==> src/pbm_sd_pkg.sv <==
// ----------------------------------------------------------------------------
// pbm_sd_pkg
// Types and constants shared by the PBM stream decoder files.
// ----------------------------------------------------------------------------
`default_nettype none

package pbm_sd_pkg;

  localparam int unsigned DATA_W  = 8;
  localparam int unsigned POS_W   = 12;
  localparam int unsigned DIMO_W  = 13;

  // Parser phases
  typedef enum logic [3:0] {
    PH_MAGIC0 = 4'd0,
    PH_MAGIC1 = 4'd1,
    PH_SKIP_W = 4'd2,
    PH_NUM_W  = 4'd3,
    PH_SKIP_H = 4'd4,
    PH_NUM_H  = 4'd5,
    PH_P1     = 4'd6,
    PH_P4     = 4'd7,
    PH_DONE   = 4'd8,
    PH_ERROR  = 4'd9
  } phase_e;

  // Result kinds
  typedef enum logic [1:0] {
    KIND_HEADER = 2'd0,
    KIND_PIXEL  = 2'd1,
    KIND_RAW    = 2'd2,
    KIND_ERROR  = 2'd3
  } kind_e;

  // Error codes carried in the value field
  localparam logic [DATA_W-1:0] ERR_MAGIC     = 8'd0;
  localparam logic [DATA_W-1:0] ERR_NUMBER    = 8'd1;
  localparam logic [DATA_W-1:0] ERR_SIZE      = 8'd2;
  localparam logic [DATA_W-1:0] ERR_PIXEL     = 8'd3;
  localparam logic [DATA_W-1:0] ERR_TRUNCATED = 8'd4;

  // Character codes
  localparam logic [DATA_W-1:0] CH_P     = 8'h50;
  localparam logic [DATA_W-1:0] CH_ZERO  = 8'h30;
  localparam logic [DATA_W-1:0] CH_ONE   = 8'h31;
  localparam logic [DATA_W-1:0] CH_FOUR  = 8'h34;
  localparam logic [DATA_W-1:0] CH_NINE  = 8'h39;
  localparam logic [DATA_W-1:0] CH_HASH  = 8'h23;
  localparam logic [DATA_W-1:0] CH_SPACE = 8'h20;
  localparam logic [DATA_W-1:0] CH_TAB   = 8'h09;
  localparam logic [DATA_W-1:0] CH_CR    = 8'h0D;
  localparam logic [DATA_W-1:0] CH_LF    = 8'h0A;

  typedef struct packed {
    kind_e              kind;
    logic               format;
    logic [DATA_W-1:0]  value;
    logic [POS_W-1:0]   column;
    logic [POS_W-1:0]   row;
    logic [DIMO_W-1:0]  width;
    logic [DIMO_W-1:0]  height;
    logic               last;
  } result_t;

  function automatic logic is_space(input logic [DATA_W-1:0] c);
    return (c == CH_SPACE) || (c == CH_TAB) || (c == CH_CR) || (c == CH_LF);
  endfunction

  function automatic logic is_digit(input logic [DATA_W-1:0] c);
    return (c >= CH_ZERO) && (c <= CH_NINE);
  endfunction

endpackage

`default_nettype wire

==> src/pbm_sd_if.sv <==
// ----------------------------------------------------------------------------
// pbm_sd_byte_if / pbm_sd_result_if
// Valid/ready channels for file bytes in and decoded results out.
// ----------------------------------------------------------------------------
`default_nettype none

interface pbm_sd_byte_if;
  logic                            valid;
  logic                            ready;
  logic [pbm_sd_pkg::DATA_W-1:0]   data_byte;
  logic                            stream_end;

  modport source (output valid, data_byte, stream_end, input ready);
  modport sink   (input valid, data_byte, stream_end, output ready);
endinterface

interface pbm_sd_result_if;
  logic                            valid;
  logic                            ready;
  logic [1:0]                      kind;
  logic                            format;
  logic [pbm_sd_pkg::DATA_W-1:0]   value;
  logic [pbm_sd_pkg::POS_W-1:0]    column;
  logic [pbm_sd_pkg::POS_W-1:0]    row;
  logic [pbm_sd_pkg::DIMO_W-1:0]   width;
  logic [pbm_sd_pkg::DIMO_W-1:0]   height;
  logic                            last;

  modport source (output valid, kind, format, value, column, row, width, height, last,
                  input ready);
  modport sink   (input valid, kind, format, value, column, row, width, height, last,
                  output ready);
endinterface

`default_nettype wire

==> src/pbm_sd_core.sv <==
// ----------------------------------------------------------------------------
// pbm_sd_core
// Parser state and one-byte decision logic: header parse, pixel/byte walk.
// ----------------------------------------------------------------------------
`default_nettype none

module pbm_sd_core #(
  parameter int unsigned MAX_DIM = 4096
) (
  input  wire logic                          clk_i,
  input  wire logic                          rst_ni,
  input  wire logic                          step_i,
  input  wire logic [pbm_sd_pkg::DATA_W-1:0] data_byte_i,
  input  wire logic                          stream_end_i,
  output logic                               res_valid_o,
  output pbm_sd_pkg::result_t                res_o
);

  localparam int unsigned DimW = $clog2(MAX_DIM + 2);
  localparam int unsigned AccW = DimW + 4;
  localparam logic [DimW-1:0] DimSat  = DimW'(MAX_DIM + 1);
  localparam logic [DimW-1:0] DimMax  = DimW'(MAX_DIM);
  localparam logic [AccW-1:0] DimMaxA = AccW'(MAX_DIM);

  pbm_sd_pkg::phase_e phase_q, phase_d;
  logic               raw_q, raw_d;
  logic               cmt_q, cmt_d;
  logic [DimW-1:0]    acc_q, acc_d;
  logic               tl_q, tl_d;
  logic [DimW-1:0]    wid_q, wid_d;
  logic [DimW-1:0]    hgt_q, hgt_d;
  logic [DimW-1:0]    col_q, col_d;
  logic [DimW-1:0]    row_q, row_d;

  logic               in_num;
  logic [DimW-1:0]    acc_in;
  logic               tl_in;
  logic [AccW-1:0]    acc_mul;
  logic               acc_sat;
  logic [DimW-1:0]    acc_new;
  logic [DimW:0]      row_len;
  logic [DimW:0]      col_inc;
  logic [DimW-1:0]    row_inc;
  logic               row_wrap;
  logic               img_end;
  logic               bad_size;

  // Decimal accumulate with saturation; a new number starts from zero
  always_comb begin
    in_num  = (phase_q == pbm_sd_pkg::PH_NUM_W) || (phase_q == pbm_sd_pkg::PH_NUM_H);
    acc_in  = in_num ? acc_q : '0;
    tl_in   = in_num ? tl_q : 1'b0;
    acc_mul = AccW'({acc_in, 3'b000}) + AccW'({acc_in, 1'b0})
              + AccW'(data_byte_i - pbm_sd_pkg::CH_ZERO);
    acc_sat = tl_in || (acc_mul > DimMaxA);
    acc_new = acc_sat ? DimSat : acc_mul[DimW-1:0];
  end

  // Position walk shared by P1 pixels and P4 bytes
  always_comb begin
    row_len  = (phase_q == pbm_sd_pkg::PH_P4) ? ((DimW+1)'(wid_q) + (DimW+1)'(7)) >> 3
                                              : (DimW+1)'(wid_q);
    col_inc  = (DimW+1)'(col_q) + (DimW+1)'(1);
    row_inc  = row_q + DimW'(1);
    row_wrap = (col_inc >= row_len);
    img_end  = row_wrap && (row_inc >= hgt_q);
    bad_size = (wid_q == '0) || (wid_q > DimMax) || (acc_q == '0) || (acc_q > DimMax);
  end

  // Next state and result
  always_comb begin
    phase_d = phase_q;
    raw_d   = raw_q;
    cmt_d   = cmt_q;
    acc_d   = acc_q;
    tl_d    = tl_q;
    wid_d   = wid_q;
    hgt_d   = hgt_q;
    col_d   = col_q;
    row_d   = row_q;
    res_valid_o   = 1'b0;
    res_o         = '0;
    res_o.format  = raw_q;

    if (stream_end_i) begin
      // End of file: flag truncation unless done or in error, then re-arm
      if (phase_q != pbm_sd_pkg::PH_DONE && phase_q != pbm_sd_pkg::PH_ERROR) begin
        res_valid_o = 1'b1;
        res_o.kind  = pbm_sd_pkg::KIND_ERROR;
        res_o.value = pbm_sd_pkg::ERR_TRUNCATED;
      end
      phase_d = pbm_sd_pkg::PH_MAGIC0;
      raw_d   = 1'b0;
      cmt_d   = 1'b0;
      acc_d   = '0;
      tl_d    = 1'b0;
      wid_d   = '0;
      hgt_d   = '0;
      col_d   = '0;
      row_d   = '0;
    end else begin
      case (phase_q)
        pbm_sd_pkg::PH_MAGIC0: begin
          if (data_byte_i != pbm_sd_pkg::CH_P) begin
            phase_d     = pbm_sd_pkg::PH_ERROR;
            res_valid_o = 1'b1;
            res_o.kind  = pbm_sd_pkg::KIND_ERROR;
            res_o.value = pbm_sd_pkg::ERR_MAGIC;
          end else begin
            phase_d = pbm_sd_pkg::PH_MAGIC1;
          end
        end
        pbm_sd_pkg::PH_MAGIC1: begin
          if (data_byte_i == pbm_sd_pkg::CH_ONE || data_byte_i == pbm_sd_pkg::CH_FOUR) begin
            raw_d   = (data_byte_i == pbm_sd_pkg::CH_FOUR);
            cmt_d   = 1'b0;
            phase_d = pbm_sd_pkg::PH_SKIP_W;
          end else begin
            phase_d     = pbm_sd_pkg::PH_ERROR;
            res_valid_o = 1'b1;
            res_o.kind  = pbm_sd_pkg::KIND_ERROR;
            res_o.value = pbm_sd_pkg::ERR_MAGIC;
          end
        end
        pbm_sd_pkg::PH_SKIP_W, pbm_sd_pkg::PH_SKIP_H: begin
          // Skip whitespace and comments; a digit opens a number, else error
          if (cmt_q) begin
            if (data_byte_i == pbm_sd_pkg::CH_LF) begin
              cmt_d = 1'b0;
            end
          end else if (data_byte_i == pbm_sd_pkg::CH_HASH) begin
            cmt_d = 1'b1;
          end else if (pbm_sd_pkg::is_space(data_byte_i)) begin
            cmt_d = 1'b0;
          end else if (!pbm_sd_pkg::is_digit(data_byte_i)) begin
            phase_d     = pbm_sd_pkg::PH_ERROR;
            res_valid_o = 1'b1;
            res_o.kind  = pbm_sd_pkg::KIND_ERROR;
            res_o.value = pbm_sd_pkg::ERR_NUMBER;
          end else begin
            acc_d   = acc_new;
            tl_d    = acc_sat;
            phase_d = (phase_q == pbm_sd_pkg::PH_SKIP_W) ? pbm_sd_pkg::PH_NUM_W
                                                         : pbm_sd_pkg::PH_NUM_H;
          end
        end
        pbm_sd_pkg::PH_NUM_W: begin
          if (pbm_sd_pkg::is_digit(data_byte_i)) begin
            acc_d = acc_new;
            tl_d  = acc_sat;
          end else begin
            wid_d   = acc_q;
            cmt_d   = 1'b0;
            phase_d = pbm_sd_pkg::PH_SKIP_H;
          end
        end
        pbm_sd_pkg::PH_NUM_H: begin
          if (pbm_sd_pkg::is_digit(data_byte_i)) begin
            acc_d = acc_new;
            tl_d  = acc_sat;
          end else begin
            hgt_d       = acc_q;
            res_valid_o = 1'b1;
            if (bad_size) begin
              phase_d     = pbm_sd_pkg::PH_ERROR;
              res_o.kind  = pbm_sd_pkg::KIND_ERROR;
              res_o.value = pbm_sd_pkg::ERR_SIZE;
            end else begin
              col_d        = '0;
              row_d        = '0;
              phase_d      = raw_q ? pbm_sd_pkg::PH_P4 : pbm_sd_pkg::PH_P1;
              res_o.kind   = pbm_sd_pkg::KIND_HEADER;
              res_o.width  = pbm_sd_pkg::DIMO_W'(wid_q);
              res_o.height = pbm_sd_pkg::DIMO_W'(acc_q);
            end
          end
        end
        pbm_sd_pkg::PH_P1, pbm_sd_pkg::PH_P4: begin
          if (phase_q == pbm_sd_pkg::PH_P1 && pbm_sd_pkg::is_space(data_byte_i)) begin
            res_valid_o = 1'b0;
          end else if (phase_q == pbm_sd_pkg::PH_P1 && data_byte_i != pbm_sd_pkg::CH_ZERO
                       && data_byte_i != pbm_sd_pkg::CH_ONE) begin
            phase_d     = pbm_sd_pkg::PH_ERROR;
            res_valid_o = 1'b1;
            res_o.kind  = pbm_sd_pkg::KIND_ERROR;
            res_o.value = pbm_sd_pkg::ERR_PIXEL;
          end else begin
            // Emit pixel or raw byte and advance the position
            res_valid_o  = 1'b1;
            res_o.kind   = (phase_q == pbm_sd_pkg::PH_P4) ? pbm_sd_pkg::KIND_RAW
                                                          : pbm_sd_pkg::KIND_PIXEL;
            res_o.value  = (phase_q == pbm_sd_pkg::PH_P4) ? data_byte_i
                                                          : {7'd0, data_byte_i[0]};
            res_o.column = pbm_sd_pkg::POS_W'(col_q);
            res_o.row    = pbm_sd_pkg::POS_W'(row_q);
            res_o.width  = pbm_sd_pkg::DIMO_W'(wid_q);
            res_o.height = pbm_sd_pkg::DIMO_W'(hgt_q);
            res_o.last   = img_end;
            if (row_wrap) begin
              col_d = '0;
              row_d = row_inc;
              if (img_end) begin
                phase_d = pbm_sd_pkg::PH_DONE;
              end
            end else begin
              col_d = col_inc[DimW-1:0];
            end
          end
        end
        default: begin
          res_valid_o = 1'b0;
        end
      endcase
    end
  end

  // Parser state register
  always_ff @(posedge clk_i or negedge rst_ni) begin
    if (!rst_ni) begin
      phase_q <= pbm_sd_pkg::PH_MAGIC0;
      raw_q   <= 1'b0;
      cmt_q   <= 1'b0;
      acc_q   <= '0;
      tl_q    <= 1'b0;
      wid_q   <= '0;
      hgt_q   <= '0;
      col_q   <= '0;
      row_q   <= '0;
    end else if (step_i) begin
      phase_q <= phase_d;
      raw_q   <= raw_d;
      cmt_q   <= cmt_d;
      acc_q   <= acc_d;
      tl_q    <= tl_d;
      wid_q   <= wid_d;
      hgt_q   <= hgt_d;
      col_q   <= col_d;
      row_q   <= row_d;
    end
  end

endmodule

`default_nettype wire

==> src/pbm_stream_decoder.sv <==
// ----------------------------------------------------------------------------
// pbm_stream_decoder
// PBM (P1 / P4) byte stream decoder with registered input and result stages.
// ----------------------------------------------------------------------------
// Usage:
//   in_i carries one file byte per transfer (data_byte), or an end-of-file
//   marker (stream_end = 1, data_byte ignored) that closes the file and
//   re-arms the parser for the next one.
//   out_o carries at most one result per input transfer: a header, a P1
//   pixel, a P4 raw byte, or an error code. Bytes that only advance the
//   parser (magic, digits, whitespace, comments, trailing bytes) give none.
//   Path: a result reaches out_o through the input register, then the
//   result register.
//   Throughput: one byte per cycle while out_o is not held; the per-byte
//   decision is a single pass of logic between input and result registers.
//   Reset: the parser waits for the first magic byte; both stages empty.
//   Stall: while out_o is held, the result register keeps its value and
//   one more byte can wait in the input register; in_i.ready drops only
//   when both are full.
// ----------------------------------------------------------------------------
`default_nettype none

module pbm_stream_decoder #(
  parameter int unsigned MAX_DIM = 4096
) (
  input  wire logic             clk_i,
  input  wire logic             rst_ni,
  pbm_sd_byte_if.sink           in_i,
  pbm_sd_result_if.source       out_o
);

  logic                          in_vld_q;
  logic [pbm_sd_pkg::DATA_W-1:0] in_byte_q;
  logic                          in_end_q;
  logic                          out_vld_q;
  pbm_sd_pkg::result_t           out_q;

  logic                          adv;
  logic                          in_rdy;
  logic                          step;
  logic                          core_vld;
  pbm_sd_pkg::result_t           core_res;

  // Stage control: the result register frees up when empty or taken
  assign adv    = !out_vld_q || out_o.ready;
  assign in_rdy = !in_vld_q || adv;
  assign step   = in_vld_q && adv;
  assign in_i.ready = in_rdy;

  // Input register
  always_ff @(posedge clk_i or negedge rst_ni) begin
    if (!rst_ni) begin
      in_vld_q <= 1'b0;
    end else if (in_rdy) begin
      in_vld_q <= in_i.valid;
    end
  end

  always_ff @(posedge clk_i) begin
    if (in_rdy && in_i.valid) begin
      in_byte_q <= in_i.data_byte;
      in_end_q  <= in_i.stream_end;
    end
  end

  pbm_sd_core #(
    .MAX_DIM (MAX_DIM)
  ) u_core (
    .clk_i        (clk_i),
    .rst_ni       (rst_ni),
    .step_i       (step),
    .data_byte_i  (in_byte_q),
    .stream_end_i (in_end_q),
    .res_valid_o  (core_vld),
    .res_o        (core_res)
  );

  // Result register
  always_ff @(posedge clk_i or negedge rst_ni) begin
    if (!rst_ni) begin
      out_vld_q <= 1'b0;
    end else if (adv) begin
      out_vld_q <= step && core_vld;
    end
  end

  always_ff @(posedge clk_i) begin
    if (adv) begin
      out_q <= core_res;
    end
  end

  assign out_o.valid  = out_vld_q;
  assign out_o.kind   = out_q.kind;
  assign out_o.format = out_q.format;
  assign out_o.value  = out_q.value;
  assign out_o.column = out_q.column;
  assign out_o.row    = out_q.row;
  assign out_o.width  = out_q.width;
  assign out_o.height = out_q.height;
  assign out_o.last   = out_q.last;

  // A waiting byte holds while the result register is blocked
  a_in_hold: assert property (@(posedge clk_i) disable iff (!rst_ni)
    in_vld_q && !adv |=> in_vld_q && $stable(in_byte_q) && $stable(in_end_q))
    else $error("input register lost a byte under stall");

  // An empty result register never blocks the input
  a_ready_free: assert property (@(posedge clk_i) disable iff (!rst_ni)
    !out_vld_q |-> in_rdy)
    else $error("input stalled with empty result register");

  // A stalled result keeps its contents
  a_out_hold: assert property (@(posedge clk_i) disable iff (!rst_ni)
    out_vld_q && !out_o.ready |=> out_vld_q && $stable(out_q))
    else $error("result register changed under stall");

endmodule

`default_nettype wire

==> src/flat_wrapper.sv <==
// flat-port wrapper written by rule: the top's interface ports become plain ports
module pbm_stream_decoder_flat 
#(
  parameter int unsigned MAX_DIM = 4096
)
  (clk_i, rst_ni, in_i_valid, in_i_data_byte, in_i_stream_end, in_i_ready, out_o_valid, out_o_kind, out_o_format, out_o_value, out_o_column, out_o_row, out_o_width, out_o_height, out_o_last, out_o_ready);
  pbm_sd_byte_if in_i_i ();
  pbm_sd_result_if out_o_i ();
  input  wire logic clk_i;
  input  wire logic rst_ni;
  input wire logic [$bits(in_i_i.valid)-1:0] in_i_valid;
  input wire logic [$bits(in_i_i.data_byte)-1:0] in_i_data_byte;
  input wire logic [$bits(in_i_i.stream_end)-1:0] in_i_stream_end;
  output wire logic [$bits(in_i_i.ready)-1:0] in_i_ready;
  output wire logic [$bits(out_o_i.valid)-1:0] out_o_valid;
  output wire logic [$bits(out_o_i.kind)-1:0] out_o_kind;
  output wire logic [$bits(out_o_i.format)-1:0] out_o_format;
  output wire logic [$bits(out_o_i.value)-1:0] out_o_value;
  output wire logic [$bits(out_o_i.column)-1:0] out_o_column;
  output wire logic [$bits(out_o_i.row)-1:0] out_o_row;
  output wire logic [$bits(out_o_i.width)-1:0] out_o_width;
  output wire logic [$bits(out_o_i.height)-1:0] out_o_height;
  output wire logic [$bits(out_o_i.last)-1:0] out_o_last;
  input wire logic [$bits(out_o_i.ready)-1:0] out_o_ready;
  assign in_i_i.valid = in_i_valid;
  assign in_i_i.data_byte = in_i_data_byte;
  assign in_i_i.stream_end = in_i_stream_end;
  assign in_i_ready = in_i_i.ready;
  assign out_o_valid = out_o_i.valid;
  assign out_o_kind = out_o_i.kind;
  assign out_o_format = out_o_i.format;
  assign out_o_value = out_o_i.value;
  assign out_o_column = out_o_i.column;
  assign out_o_row = out_o_i.row;
  assign out_o_width = out_o_i.width;
  assign out_o_height = out_o_i.height;
  assign out_o_last = out_o_i.last;
  assign out_o_i.ready = out_o_ready;
  pbm_stream_decoder #(.MAX_DIM(MAX_DIM)) u_core (.clk_i(clk_i), .rst_ni(rst_ni), .in_i(in_i_i), .out_o(out_o_i));
endmodule
==> config.mk <==
export PLATFORM = sky130hd
export DESIGN_NAME = pbm_stream_decoder_flat
export DESIGN_NICKNAME = d
export VERILOG_FILES = /design/src/pbm_sd_pkg.sv /design/src/pbm_sd_if.sv /design/src/pbm_sd_core.sv /design/src/pbm_stream_decoder.sv /design/src/flat_wrapper.sv
export SDC_FILE = /design/constraint.sdc
export NUM_CORES = 1
export LEC_CHECK = 0
export BUFFER_PORTS_ARGS = -buffer_cell sky130_fd_sc_hd__buf_2
export CAP_MARGIN = 10
export CORE_MARGIN = 2
export CORE_UTILIZATION = 35
export CTS_CLUSTER_DIAMETER = 100
export DETAILED_ROUTE_END_ITERATION = 10
export GPL_TIMING_DRIVEN = 0
export SETUP_SLACK_MARGIN = 0.05
export SLEW_MARGIN = 20
export SYNTH_ARGS = -nofsm -noshare
export SYNTH_HDL_FRONTEND = slang
export SYNTH_SLANG_ARGS = --single-unit
==> constraint.sdc <==
create_clock -name clk_i -period 5.2 [get_ports clk_i]
set_input_delay 1.04 -clock clk_i [delete_from_list [all_inputs] [get_ports clk_i]]
set_output_delay 1.04 -clock clk_i [all_outputs]
set_load 0.005 [all_outputs]
# [After elaboration in Yosys (flattened, before gate mapping)]
# Index checks and enable logic that the tools add are counted.
[totals] register_bits=145 in_bits=13 out_inout_bits=64 elab_cells=212
[op_classes] add_sub_neg=6 n_lt_le_gt_ge=7 eq_ne=32 muxes=100 bitwise=1 n_reduce_logical=45
[op_table] cell="13-bit two-way mux" n=23
[op_table] cell="13-bit case mux with 2 select lines" n=3
[op_table] cell="59-bit two-way mux" n=1
[op_table] cell="4-bit two-way mux" n=14
[op_table] cell="26-bit two-way mux" n=2
[op_table] cell="26-bit case mux with 2 select lines" n=1
[op_table] cell="51-bit two-way mux" n=1
[op_table] cell="8-bit by 6-bit == test with 1-bit output (second input constant)" n=4
[op_table] cell="2-bit two-way mux" n=15
[op_table] cell="3-bit by 2-bit != test with 1-bit output (second input constant)" n=10
[op_table] cell="1-bit two-way mux" n=29
[op_table] cell="13-bit > comparator (second input constant)" n=2
[op_table] cell="13-bit logical NOT" n=2
[op_table] cell="8-bit by 4-bit == test with 1-bit output (second input constant)" n=3
[op_table] cell="8-bit two-way mux" n=3
[op_table] cell="4-bit case mux with 6 select lines" n=1
[op_table] cell="8-bit case mux with 3 select lines" n=1
[op_table] cell="16-bit by 14-bit adder with 17-bit output" n=1
[op_table] cell="17-bit adder" n=1
[op_table] cell="17-bit by 13-bit > comparator with 1-bit output (second input constant)" n=1
[op_table] cell="4-bit by 3-bit == test with 1-bit output (second input constant)" n=4
[op_table] cell="8-bit by 6-bit != test with 1-bit output (second input constant)" n=2
[op_table] cell="13-bit by 1-bit adder with 14-bit output (second input constant)" n=1
[op_table] cell="13-bit by 3-bit adder with 14-bit output (second input constant)" n=1
[op_table] cell="34 further kinds" n=65

# [Logic depth before layout (Yosys ltp)]
[depth] word_depth=14 mapped_depth=16 depth_no_buf=15

# [By module]
# A second synthesis with hierarchy kept.
[unflattened] hier_cells=972 area_unflattened_um2=9369.0
[modules_own_cells] mod="pbm_sd_core" instances=1 cells_each=892 area_each_um2=7146.9 seq_area_each_um2=1801.7
[modules_own_cells] mod="pbm_stream_decoder" instances=1 cells_each=80 area_each_um2=2222.1 seq_area_each_um2=2182.1

# [Least setup slack after synthesis]
# OpenSTA, ideal clock, no wires.
[synth_path] path_type="flip-flop to flip-flop" startpoint="reg u_core.u_core.phase_q[2]" endpoint="reg u_core.u_core.acc_q[2]" setup_time_ns=0.095 arrival_ns=4.267 required_ns=5.105 setup_slack_ns=0.838 path_stages_with_launch=15 path_buffers=2 period_less_slack_ns=4.362 cell_sequence="dfrtp_1 -> xnor2_1 -> nor3b_1 -> clkbuf_1 -> and2_1 -> fa_1 -> ha_1 -> a2111oi_2 -> o21ai_1 -> a211o_1 -> a221oi_2 -> a31oi_1 -> or4_4 -> buf_6 -> o31ai_1"
[synth_via] elab_chain_len=14 word_cells_on_any_way=25 classes_between="add/sub: 2; order compare: 1; eq/ne: 7; mux: 9; reduce/logical: 6"
[synth_rtl] element="from (decl)" line_no="pbm_sd_core.sv:25" text="pbm_sd_pkg::phase_e phase_q, phase_d;"
[synth_rtl] element="from (signal assigned)" line_no="pbm_sd_core.sv:220" text="phase_q <= pbm_sd_pkg::PH_MAGIC0;"
[synth_rtl] element="from (signal assigned)" line_no="pbm_sd_core.sv:230" text="phase_q <= phase_d;"
[synth_rtl] element="4-bit by 2-bit == test with 1-bit output / 4-bit by 3-bit == test with 1-bit output (equally long branches)" line_no="pbm_sd_core.sv:50, pbm_sd_core.sv:102"
[synth_rtl] element="1-bit logical OR" line_no="pbm_sd_core.sv:50" text="in_num = (phase_q == pbm_sd_pkg::PH_NUM_W) || (phase_q == pbm_sd_pkg::PH_NUM_H);"
[synth_rtl] element="13-bit two-way mux" line_no="pbm_sd_core.sv:51" text="acc_in = in_num ? acc_q : '0;"
[synth_rtl] element="16-bit by 14-bit adder with 17-bit output" line_no="pbm_sd_core.sv:53" text="acc_mul = AccW'({acc_in, 3'b000}) + AccW'({acc_in, 1'b0})"
[synth_rtl] element="17-bit adder" line_no="pbm_sd_core.sv:54" text="+ AccW'(data_byte_i - pbm_sd_pkg::CH_ZERO);"
[synth_rtl] element="17-bit by 13-bit > comparator with 1-bit output" line_no="pbm_sd_core.sv:55" text="acc_sat = tl_in || (acc_mul > DimMaxA);"
[synth_rtl] element="1-bit logical OR" line_no="pbm_sd_core.sv:55"
[synth_rtl] element="13-bit two-way mux" line_no="pbm_sd_core.sv:56" text="acc_new = acc_sat ? DimSat : acc_mul[DimW-1:0];"
[synth_rtl] element="13-bit two-way mux" line_no="pbm_sd_core.sv:135, pbm_sd_core.sv:148, pbm_sd_core.sv:158"
[synth_rtl] element="13-bit two-way mux" line_no="pbm_sd_core.sv:133" text="end else if (pbm_sd_pkg::is_space(data_byte_i)) begin"
[synth_rtl] element="13-bit two-way mux" line_no="pbm_sd_core.sv:131" text="end else if (data_byte_i == pbm_sd_pkg::CH_HASH) begin"
[synth_rtl] element="13-bit two-way mux" line_no="pbm_sd_core.sv:127" text="if (cmt_q) begin"
[synth_rtl] element="13-bit case mux with 2 select lines" line_no="pbm_sd_core.sv:102" text="case (phase_q)"
[synth_rtl] element="13-bit two-way mux" line_no="pbm_sd_core.sv:85" text="if (stream_end_i) begin"
[synth_rtl] element="to (signal assigned)" line_no="pbm_sd_core.sv:223" text="acc_q <= '0;"
[synth_rtl] element="to (signal assigned)" line_no="pbm_sd_core.sv:233" text="acc_q <= acc_d;"
[synth_rtl] element="to (decl)" line_no="pbm_sd_core.sv:28" text="logic [DimW-1:0] acc_q, acc_d;"
# Parallel ways exist; a longest one is shown, timed or not. The select of a mux whose other input is x is not followed.
# A chain may end at the register's enable or synchronous reset.

# [Final worst setup path]
[layout_path] startpoint="reg u_core.u_core.phase_q[2]" endpoint="reg u_core.u_core.acc_q[9]"
# Same word-level chain as after synthesis.

==> reports/metrics.cfg <==
[routing]
wl_per_cell_um=17.0
drc=0
via_per_inst=5.31
drt_iter0_drc=571
routed-via-count=7448
dr.pass1.iters=5
drtAntennaViolNets=0
finalWirelength_mm=23.9

[timing]
fin_skew_ps=9.44
period_share_pct=91.7
finalCriticalPeriod_ps=4770
slew_viol_final=0
worst_slew_pin_slew_ps=840
setup_viol=0
hold_violations=0
rsz0062_at_grt=false
relSlewSlack_pct=43.9
fmax_mhz=210

[synth]
yosysSeqAreaShare_pct=43.8
synth_edf_count=71
syn_area_um2=9090
yosys_warnings=0
yosys_most_used_dff=dfrtp_1
syn-num-nets=1037
yosys_register_bits=145
synth_cell_types=77
synth_area_per_cell_um2=9.44
async_flop_share_pct=51.0
synthCells=963

[die]
start_util_pct=35.9
die_area_um2=27300
die_h_um=165
ioPinCount=77
rows=58
core_area_um2=25300
die_w_um=165

[placed_design]
place_area_um2=9930
gp_congestion=0.889
placed_cells=1371
dp_hpwl_mm=17.8
io_buffers=76

[setup_path]
worstPathRequired_ps=5530
critPathLaunchType=register
crit_type=register to register
path_max_fanout=10
path_delay_family=compound AO/OA/AOI/OAI gates
slowest_stage=or4_4
path_cells=xnor2_1, nor3b_4, clkbuf_2, and2_1, fa_1, ha_1, a2111oi_2, o21ai_1, a211o_1, a221oi_2, a31oi_1, or4_4, buf_6, o31ai_1
path_buf_inv=2
cp.arrival_ps=5100
max_stage_delay_ps=550
end_kind=register

[power]
p_total_mw=3.14
peakVddDrop_mv=0.164
pwr_density_cell_nw_per_um2=298
p_leak_nw=4.54

[global_routing]
overflow=0
grt_max_degree=51
grt.total_usage_pct=18.2
grt_pass1_wl_mm=38.6
antenna_found_initial=0
grt_pass1_vias=7247

[flow_run]
cap_violations=0

[clock_tree]
cts-root-buf=clkbuf_16
cts_buffers=17
path_clk_slew_ps=60
cts_htree_levels=4
cts_sinks=145
hold_buffers=0
clk_path_buf_depth=2
clkLatencyLatePin_ps=430
tritoncts=built

[cells_and_area]
final_cells=1403
drive_gt1_share_pct=13.5
fin_area_um2=10500
final_nets=1134
final_common_cell=nand2_1
layout_common_cells=nand2_1 (124), buf_2 (83), o21ai_0 (82)
diodes=0
area_delta_synth_final_pct=15.8

[run_status]
status=finished clean

[min_path]
hold_class=register to register

sequential cells by signal (all words and copies together), names as in the netlist, 2 cells and up:
name                   cells
u_core.u_core.col_q       13
u_core.out_o.column       12
u_core.out_o.width        13
u_core.u_core.hgt_q       13
u_core.in_byte_q           8
u_core.u_core.row_q       13
u_core.u_core.acc_q       13
u_core.out_o.height       13
u_core.u_core.wid_q       13
u_core.out_o.value         8
u_core.out_o.row          12
u_core.out_o.kind          2
u_core.u_core.phase_q      4
worst paths after layout:
kind,start,endpoint,slack [ps],depth (start not counted)
hold reg to reg,u_core.u_core.hgt_q[6],u_core.u_core.hgt_q[6],510,2
setup reg to reg,u_core.u_core.phase_q[2],u_core.u_core.acc_q[9],430,14
min in group asynchronous,rst_ni,u_core.u_core.wid_q[8],610,1
max in group asynchronous,rst_ni,u_core.u_core.phase_q[0],3980,2
hold / removal,u_core.u_core.hgt_q[6],u_core.u_core.hgt_q[6],510,2
setup / recovery,u_core.u_core.phase_q[2],u_core.u_core.acc_q[9],430,14
metrics by stage:
step	util, %	setup TNS (ps)	hold slack (ps)	worst slack, ps
final	41.5	0	515	432
after global routing	41.5	0	541	110
after CTS	41.5	0	518	298
after detailed placement	39.2	0	504	48.2
after global placement	39.0	-259	492	-55.5
after floorplan	-	0	472	838
worst min-delay path, cell delays in order, from the launching register on:
cell and delay (ps):
dfrtp_1 360, nand2_1 50, o21ai_0 60
cell type report:
type | instances | area (um^2)
fillers | 2450 | 14800
multi-input cells | 719 | 4720
flip-flops and latches | 145 | 3980
repair buffers | 78 | 430
clock buffers | 18 | 429
well taps | 330 | 413
plain buffers | 50 | 215
inverters | 49 | 186
clock inverters | 14 | 139
per-layer routing:
metal | track usage [%] | up-vias | part of all wire, %
met5 | 0 | - | 0
met4 | 4.70 | 0 | 1.3
met3 | 3.02 | 28 | 4.5
met2 | 29.9 | 208 | 48
met1 | 25.1 | 3546 | 46
li1 | - | 3666 | -
cell usage after synthesis (3+ instances only):
master / n / area, um^2
a2111oi_0: 3 / 26.3
a2111oi_2: 3 / 45.0
a211oi_1: 6 / 45.0
a21o_1: 11 / 82.6
a21oi_1: 40 / 200
a22oi_1: 14 / 105
a31oi_1: 6 / 37.5
and2_1: 51 / 319
and3_1: 14 / 87.6
buf_2: 8 / 40.0
clkbuf_1: 38 / 143
dfrtp_1: 74 / 1850
edfxtp_1: 71 / 2130
fa_1: 10 / 200
ha_1: 51 / 638
inv_1: 48 / 180
mux2_2: 5 / 56.3
mux2i_1: 3 / 30.0
nand2_1: 124 / 465
nand2b_1: 9 / 56.3
nand3_1: 36 / 180
nand4_1: 12 / 75.1
nor2_1: 57 / 214
nor2b_1: 10 / 62.6
nor3_1: 20 / 100
nor4_1: 15 / 93.8
o211ai_1: 3 / 22.5
o21ai_0: 82 / 410
o21ai_1: 5 / 25.0
o31a_1: 5 / 43.8
o31ai_1: 17 / 128
or2_2: 3 / 18.8
or3_1: 4 / 25.0
xnor2_1: 25 / 219
xor2_1: 23 / 201
repair_timing:
item	in CTS	in global routing
buffers inserted	0	0
endpoints found under the setup margin	9	12
resized for setup	1	3
power by group:
group	switching (mW)	internal, mW	total (mW)
clock	0.494	0.703	1.20
sequential	0.0484	1.36	1.41
combinational	0.337	0.197	0.534
total	0.880	2.26	3.14
cell families (layout without fill, tap and decap cells):
family                     after synthesis  count (layout)  synth area share, %
muxes                                    8               8                0.950
AOI/OAI and AO/OA                      229             229                 16.5
adders and majority gates               61              61                 9.22
xor gates and xnor gates                48              48                 4.63
DFF                                    145             145                 43.8
buffers and inverters                   99             209                 4.38
and+or+nand+nor                        373             373                 20.5
(Power assumes the default switching activity.)
